`src/rtl/ecsd_pkg.sv`:
```
// ecsd_pkg: shared types and constants for the edge sort/dedup block.
// No dependencies.
package ecsd_pkg;

    localparam int unsigned CfgIdxBits = 1;
    localparam logic [CfgIdxBits-1:0] RegDirected   = 1'b0;
    localparam logic [CfgIdxBits-1:0] RegHasWeights = 1'b1;

    typedef enum logic [3:0] {
        ST_LOAD,
        ST_SCAN_RD,
        ST_SCAN_CMP,
        ST_SWAP_WA,
        ST_SWAP_WB,
        ST_EMIT_RD,
        ST_EMIT_WAIT,
        ST_EMIT_OUT
    } t_state;

    // controller -> datapath
    typedef struct packed {
        logic store_edge;   // write accepted edge at fill count
        logic scan_rd;      // compare finished: advance j or start the next pass
        logic wr_a;         // write swapped entry into j
        logic wr_b;         // write swapped entry into j+1
        logic emit_rd;      // read entry at emit index and the final entry
        logic emit_next;    // advance emit index
        logic emit_load;    // latch output register
        logic clear_set;    // end of set
    } t_cmd;

    // datapath -> controller
    typedef struct packed {
        logic is_last;      // accepted edge carries last mark
        logic less;         // entry j+1 < entry j
        logic pass_end;     // j+1 is last pair of this pass
        logic pass_clean;   // no swap in this pass
        logic final_pass;   // this pass compares only entries 0 and 1
        logic trivial;      // fewer than two stored edges
        logic empty;        // no stored edges
        logic emit_end;     // emit index at last entry
        logic dup;          // current entry's endpoints equal previous emitted
    } t_sts;

endpackage

```
`src/rtl/ecsd_ctrl.sv`:
```
// ecsd_ctrl: sequencer for load, bubble-sort passes and deduplicated emit.
// Depends on ecsd_pkg.
module ecsd_ctrl (
    input  logic           i_clk,
    input  logic           i_rst_n,
    input  logic           i_in_valid,
    output logic           o_in_ready,
    output logic           o_out_valid,
    input  logic           i_out_ready,
    input  ecsd_pkg::t_sts i_sts,
    output ecsd_pkg::t_cmd o_cmd
);
    ecsd_pkg::t_state r_state, n_state;
    logic r_ov, n_ov;

    always_comb begin
        n_state = r_state;
        n_ov = r_ov;
        if (r_ov && i_out_ready) begin
            n_ov = 1'b0;
        end
        case (r_state)
            ecsd_pkg::ST_LOAD: begin
                if (i_in_valid && i_sts.is_last) begin
                    n_state = ecsd_pkg::ST_SCAN_RD;
                end
            end
            ecsd_pkg::ST_SCAN_RD: begin
                if (i_sts.empty) begin
                    n_state = ecsd_pkg::ST_LOAD;
                end else if (i_sts.trivial) begin
                    n_state = ecsd_pkg::ST_EMIT_RD;
                end else begin
                    n_state = ecsd_pkg::ST_SCAN_CMP;
                end
            end
            ecsd_pkg::ST_SCAN_CMP: begin
                if (i_sts.less) begin
                    n_state = ecsd_pkg::ST_SWAP_WA;
                end else if (i_sts.pass_end && (i_sts.pass_clean || i_sts.final_pass)) begin
                    n_state = ecsd_pkg::ST_EMIT_RD;
                end else begin
                    n_state = ecsd_pkg::ST_SCAN_RD;
                end
            end
            ecsd_pkg::ST_SWAP_WA: n_state = ecsd_pkg::ST_SWAP_WB;
            ecsd_pkg::ST_SWAP_WB: begin
                // a swap that closes the final pass also ends the sort
                if (i_sts.pass_end && i_sts.final_pass) begin
                    n_state = ecsd_pkg::ST_EMIT_RD;
                end else begin
                    n_state = ecsd_pkg::ST_SCAN_RD;
                end
            end
            ecsd_pkg::ST_EMIT_RD: n_state = ecsd_pkg::ST_EMIT_WAIT;
            ecsd_pkg::ST_EMIT_WAIT: n_state = ecsd_pkg::ST_EMIT_OUT;
            ecsd_pkg::ST_EMIT_OUT: begin
                if (i_sts.dup) begin
                    n_state = i_sts.emit_end ? ecsd_pkg::ST_LOAD : ecsd_pkg::ST_EMIT_RD;
                end else if (!r_ov || i_out_ready) begin
                    n_ov = 1'b1;
                    n_state = i_sts.emit_end ? ecsd_pkg::ST_LOAD : ecsd_pkg::ST_EMIT_RD;
                end
            end
            default: n_state = ecsd_pkg::ST_LOAD;
        endcase
    end

    always_comb begin
        o_cmd = '0;
        o_in_ready = (r_state == ecsd_pkg::ST_LOAD);
        o_out_valid = r_ov;
        case (r_state)
            ecsd_pkg::ST_LOAD: o_cmd.store_edge = i_in_valid;
            ecsd_pkg::ST_SCAN_RD: o_cmd.clear_set = i_sts.empty;
            ecsd_pkg::ST_SCAN_CMP: begin
                o_cmd.scan_rd = !i_sts.less;
            end
            ecsd_pkg::ST_SWAP_WA: o_cmd.wr_a = 1'b1;
            ecsd_pkg::ST_SWAP_WB: begin
                o_cmd.wr_b = 1'b1;
                o_cmd.scan_rd = 1'b1;
            end
            ecsd_pkg::ST_EMIT_RD: o_cmd.emit_rd = 1'b1;
            ecsd_pkg::ST_EMIT_WAIT: o_cmd.emit_rd = 1'b1;
            ecsd_pkg::ST_EMIT_OUT: begin
                o_cmd.emit_rd = 1'b1;
                if (i_sts.dup || !r_ov || i_out_ready) begin
                    o_cmd.emit_next = 1'b1;
                    o_cmd.emit_load = !i_sts.dup;
                    o_cmd.clear_set = i_sts.emit_end;
                end
            end
            default: ;
        endcase
    end

    always_ff @(posedge i_clk) begin
        if (!i_rst_n) begin
            r_state <= ecsd_pkg::ST_LOAD;
            r_ov <= 1'b0;
        end else begin
            r_state <= n_state;
            r_ov <= n_ov;
        end
    end

    a_store_only_load: assert property (@(posedge i_clk) disable iff (!i_rst_n)
        o_cmd.store_edge |-> r_state == ecsd_pkg::ST_LOAD) else $error("store outside load");
    a_swap_pair: assert property (@(posedge i_clk) disable iff (!i_rst_n)
        o_cmd.wr_a |=> o_cmd.wr_b) else $error("swap half done");
    a_no_overwrite: assert property (@(posedge i_clk) disable iff (!i_rst_n)
        (r_ov && !i_out_ready) |=> r_ov) else $error("output lost");
endmodule

```
`config.mk`:
```
export PLATFORM = sky130hd
export DESIGN_NAME = ecsd_ctrl
export DESIGN_NICKNAME = d
export VERILOG_FILES = /design/src/rtl/ecsd_pkg.sv /design/src/rtl/ecsd_ctrl.sv
export SDC_FILE = /design/constraint.sdc
export NUM_CORES = 1
export LEC_CHECK = 0
export BUFFER_PORTS_ARGS = -buffer_cell sky130_fd_sc_hd__buf_2
export CORE_AREA = 10 10 47 49
export CTS_CLUSTER_SIZE = 20
export DETAILED_ROUTE_END_ITERATION = 10
export DIE_AREA = 0 0 57 59
export PLACE_DENSITY = 0.53
export SYNTH_ARGS = -nofsm -noshare
export SYNTH_HDL_FRONTEND = slang
export SYNTH_SLANG_ARGS = --single-unit
```
`constraint.sdc`:
```
create_clock -name i_clk -period 3.4 [get_ports i_clk]
set_clock_uncertainty 0.2 [all_clocks]
set_input_delay 0 -clock i_clk [delete_from_list [all_inputs] [get_ports i_clk]]
set_output_delay 0 -clock i_clk [all_outputs]
set_load 0.05 [all_outputs]
```
After elaboration in Yosys (flattened, before gate mapping)
Cells that the tools add are included.
Storage, ports and cells
  register bits after elaboration: 5
  word-level logic and storage cells: 47
  bits of input ports: 13
  output and inout port bits: 10
Cells by class
  equality and inequality tests: 9
  reductions and logical operators: 14
  muxes and demuxes: 22
Operators by type and width (count)
  4-bit case mux with 8 select lines: 1
  3-bit two-way mux: 7
  4-bit by 3-bit == test with 1-bit output, second input constant: 4
  4-bit two-way mux: 3
  4-bit by 2-bit == test with 1-bit output, second input constant: 2
  1-bit two-way mux: 8
  4-bit by 1-bit == test with 1-bit output, second input constant: 1
  1-bit logical AND: 4
  4-bit logical NOT: 1
  1-bit logical OR: 4
  1-bit case mux with 2 select lines: 2
  1-bit logical NOT: 3
  3-bit inequality test, second input constant: 1
  3-bit OR reduction: 1
  2-bit two-way mux: 1
  2-bit by 1-bit inequality test with 1-bit output, second input constant: 1
  2-bit AND reduction: 1

Depth between registers and ports, before layout
  word-level depth: 5
  mapped depth: 4
  depth with buffers taken out: 3

Worst setup path before layout
OpenSTA, ideal clock, no wires.
  path type: reg-to-output
  start: register r_state[1]
  end: output o_cmd[7] (netlist name)
  stages on the path, launching flop included: 3
  arrival time: 2.096 ns
  setup slack: 1.104 ns
  data required time: 3.200 ns
  cells stage by stage: dfxtp_1 -> nor3_1 -> and2_1
RTL lines
  start, declared: line ecsd_ctrl.sv:13  | ecsd_pkg::t_state r_state, n_state;
  start signal, assigned: line ecsd_ctrl.sv:100  | r_state <= ecsd_pkg::ST_LOAD;
  start signal, assigned: line ecsd_ctrl.sv:103  | r_state <= n_state;
  end, declared: line ecsd_ctrl.sv:11  | output ecsd_pkg::t_cmd o_cmd

Final worst setup path
  start: register r_state[1]
  end: register r_state[0]
Between the ends
  word-level cells in the longest chain between the ends: 3
  elaborated cells on any way between the ends: 12
  classes of those cells: eq/ne: 9; mux: 1; reduce/logical: 2
Ends and longest elaborated chain
  4-bit by 3-bit == test with 1-bit output / 4-bit logical NOT (equally long branches): line ecsd_ctrl.sv:22  | case (r_state)
  3-bit inequality test (no line) / 2-bit by 1-bit inequality test with 1-bit output (equally long branches)
  2-bit AND reduction (no line)
Parallel ways exist; a longest one is shown, timed or not.
A chain may end at the register's enable or synchronous reset.

==> run_results.csv <==
group,metric,value,unit
power,power.density,451,mW/mm^2
critical_path,critPathTopFamily,"buffers and inverters",
timing,hold_viol,0,
timing,finalSetupViolations,0,
floorplan,die_width,57,microns
power,netSwitchingPower,121,uW
critical_path,critPathCaptureType,"flop",
timing,report.final.slew_viol_count,0,
timing,period_share,70.3,%
detailed_routing,finalWirelength,1.23,mm
yosys,synth.most_common_cell,"nor2_1",
yosys,synth-seq-area-share,22.2,%
layout,nets,95,
power,p_clk_share,23.6,%
yosys,synth.area.top_cells,"dfxtp_1 22%, nor2_1 6.3%, and2_1 5.2%, nor3_1 4.2%, nand2_1 4.2%",
yosys,synth_fa_ha_area_share,0,%
hold_path,hp-start,"i_sts[0]",
floorplan,start_util,25.7,%
layout,diodes,0,
clocking,numCtsBuffers,3,
timing,min_period,2.39,ns
detailed_routing,via_per_inst,4.84,
timing,whs,0.163,ns
hold_path,worstHoldPathCells,3,
yosys,synth_top_area_share,22.2,%
floorplan,chipHeight,59,microns
global_routing,antenna_found_initial,0,
critical_path,crit_fanout,16,
critical_path,worstSetupPathType,"flop to flop",
timing,max-slew-margin-rel,65.7,%
yosys,synth_top_family_by_area,"simple AND/OR/NAND/NOR gates",
critical_path,worstPathArrival,2.31,ns
clocking,path_clk_slew,0.04,ns
critical_path,slowest_stage,"dfxtp_1",
power,pwr-share-comb,47.3,%
clocking,worst_skew_pair.late_latency,0.24,ns
clocking,postCtsHoldBufs,9,
critical_path,ff2ff_path_depth,5,
critical_path,crit_path_cell_trace,"nor3_2 -> nand2_1 -> dlygate4sd3_1 -> a31oi_1 -> dlygate4sd3_1",
critical_path,timing.critical_path.from,"r_state[1]",
global_routing,track_usage,7.42,%
power,peakVddDrop,176,uV
placed_design,routabilityCongestion,0.725,
layout,drive_gt1_share,36.3,%
yosys,syn_avg_cell_area,7.35,sq um
clocking,cts_tree,"built",
critical_path,cp_num_buf_inv,2,
floorplan,die-area,0.00336,sq mm
clocking,root_buffer,"clkbuf_4",
global_routing,grt_max_degree,17,
floorplan,io-pin-count,23,
power,swShare,46.1,%
critical_path,timing.rr.end,"r_state[0]",
layout,final_core_util,41.3,%
yosys,synth_top_area_cell,"dfxtp_1",
timing,rsz0062_at_grt,"no",
run_status,outcome,"completed",
yosys,syn-num-nets,62,
placed_design,post-dp-hpwl,832,microns
yosys,synthesis.area,360,sq um
global_routing,first_global_vias,494,
detailed_routing,drc,0,
yosys,synth.mux.area_fraction,0,%
yosys,synthArstFlopShare,0,%
detailed_routing,routedWlPerCell,12.8,microns
power,sequentialPowerShare,29.0,%
floorplan,core,0.00140,sq mm
yosys,ys_seq_elements,4,
critical_path,crit_required,3.32,ns
timing,max_freq,0.418,GHz
clocking,cts_setup_buffers,0,
yosys,yosys.area_share.simple,40.3,%
yosys,syn-instance-count,49,
critical_path,start_kind,"flop",
yosys,synth_edf_count,0,
yosys,synth_cell_type_count,29,
yosys,synth_xor_area_share,0,%
detailed_routing,first_pass_iters,4,
yosys,synth_compound_area_share,28.8,%
detailed_routing,routed-via-count,465,
global_routing,grt_pass1_wl,2.04,mm
layout,syn2layout_area_growth,60.8,%
placed_design,placement.setup.worst_slack,1.90,ns
timing,layout_setup_ws,1.01,ns
clocking,cts_resized,0,
placed_design,placedInstanceArea,467,sq um
critical_path,r2r-start,"r_state[1]",
power,p_int,141,uW
critical_path,critical-path-max-stage-delay,0.63,ns
clocking,cts.sinks,4,
detailed_routing,drt_iter0_drc,11,
timing,tns,0,ns
hold_path,hold_class,"primary input to primary output",
global_routing,gr-total-overflow,0,
layout,final_area,579,sq um
timing,tightest_slew,0.514,ns
floorplan,rows,14,
yosys,synth_common_cells,"6 x nor2_1, 4 x dfxtp_1, 4 x nand2_1",
critical_path,rrSetupSlack,1.01,ns
power,p_leak,0.280,nW
yosys,yosys_most_used_dff,"dfxtp_1",
yosys,yosysWarnings,0,
detailed_routing,antenna_left,0,
placed_design,port_buffers,22,
critical_path,cp_common_cell,"dlygate4sd3_1",
clocking,cts.htree.levels,1,
job,drv_cap,0,
clocking,cts.path.max_buffers,2,
hold_path,hold-path-endpoint,"o_cmd[1]",
[flip-flops by register name, indices dropped and copies added (netlist names)]
| signal | cells |
|---|---|
| o_out_valid | 1 |
| r_state | 3 |
[worst register-to-register path, delay by kind of cell, from the launching register on]
kind,cells,cell delay [ns]
and+or+nand+nor,2,0.22
buffers and inverters,2,1.15
AOI/OAI and AO/OA,1,0.09
DFF,1,0.63
[metrics by stage]
| stage | std cells | power, mW |
|---|---|---|
| 6_report | 96 | 0.261 |
| 5_1_grt | 96 | 0.280 |
| 4_1_cts | 96 | 0.262 |
| 3_5_place_dp | 84 | 0.186 |
| 3_3_place_gp | 84 | 0.185 |
| 2_1_floorplan | 49 | 0.163 |
[placed cells by master (no fill, tap or decap)]
| master | count |
|---|---|
| a21oi_1 | 1 |
| o311ai_1 | 1 |
| nor3b_2 | 1 |
| nor3_1 | 3 |
| clkbuf_4 | 3 |
| or2b_1 | 1 |
| a21o_1 | 1 |
| and2_1 | 3 |
| o211ai_1 | 2 |
| nand3_1 | 2 |
| dlygate4sd3_1 | 9 |
| nor2_1 | 6 |
| nor3b_1 | 1 |
| dfxtp_1 | 4 |
| o21ai_0 | 1 |
| nand3b_1 | 1 |
| inv_1 | 2 |
| nor2b_1 | 2 |
| o21a_1 | 1 |
| a32oi_1 | 1 |
| a31oi_1 | 2 |
| o22ai_1 | 1 |
| o32ai_1 | 1 |
| o2bb2ai_1 | 1 |
| nor3_2 | 1 |
| or2_2 | 1 |
| nand2_1 | 4 |
| buf_2 | 22 |
| a21bo_2 | 1 |
[power by group through the flow]
stage          registers (mW)  logic [mW]  clock network, mW
2_1_floorplan          0.0601       0.103                  0
4_1_cts                0.0751       0.124             0.0637
6_report               0.0758       0.124             0.0617
5_1_grt                0.0784       0.134             0.0681
3_3_place_gp           0.0756       0.110                  0
3_5_place_dp           0.0760       0.110                  0
[worst max path at each step]
stage / end / slack (ns) / cells after the start
final: r_state[0] / 1.01 / 5
after global routing: r_state[0] / 0.89 / 5
after CTS: r_state[0] / 1.10 / 5
after detailed placement: o_cmd[1] / 1.90 / 3
after global placement: o_cmd[1] / 1.93 / 3
after floorplan: o_cmd[7] / 1.10 / 2
[layout make-up]
class	count	area, sq um
inverter	2	7.51
fill	154	822
tap	16	20.0
clock buffer	3	22.5
sequential	4	80.1
timing repair buffer	31	200
multi-input combinational	40	249
[metal layers]
metal	share of wire (%)	global-route usage [%]	vias to the layer above
met4	2.1	5.03	0
met2	58	15.0	16
met3	2.3	0.858	4
li1	-	-	242
met1	37	6.62	203
met5	0	0	-
[cells by family after synthesis]
family,count (synthesis)
AOI/OAI and AO/OA,14
buffers and inverters,5
DFF,4
and+or+nand+nor,26
Note: power is estimated with default switching activity, not from simulation.
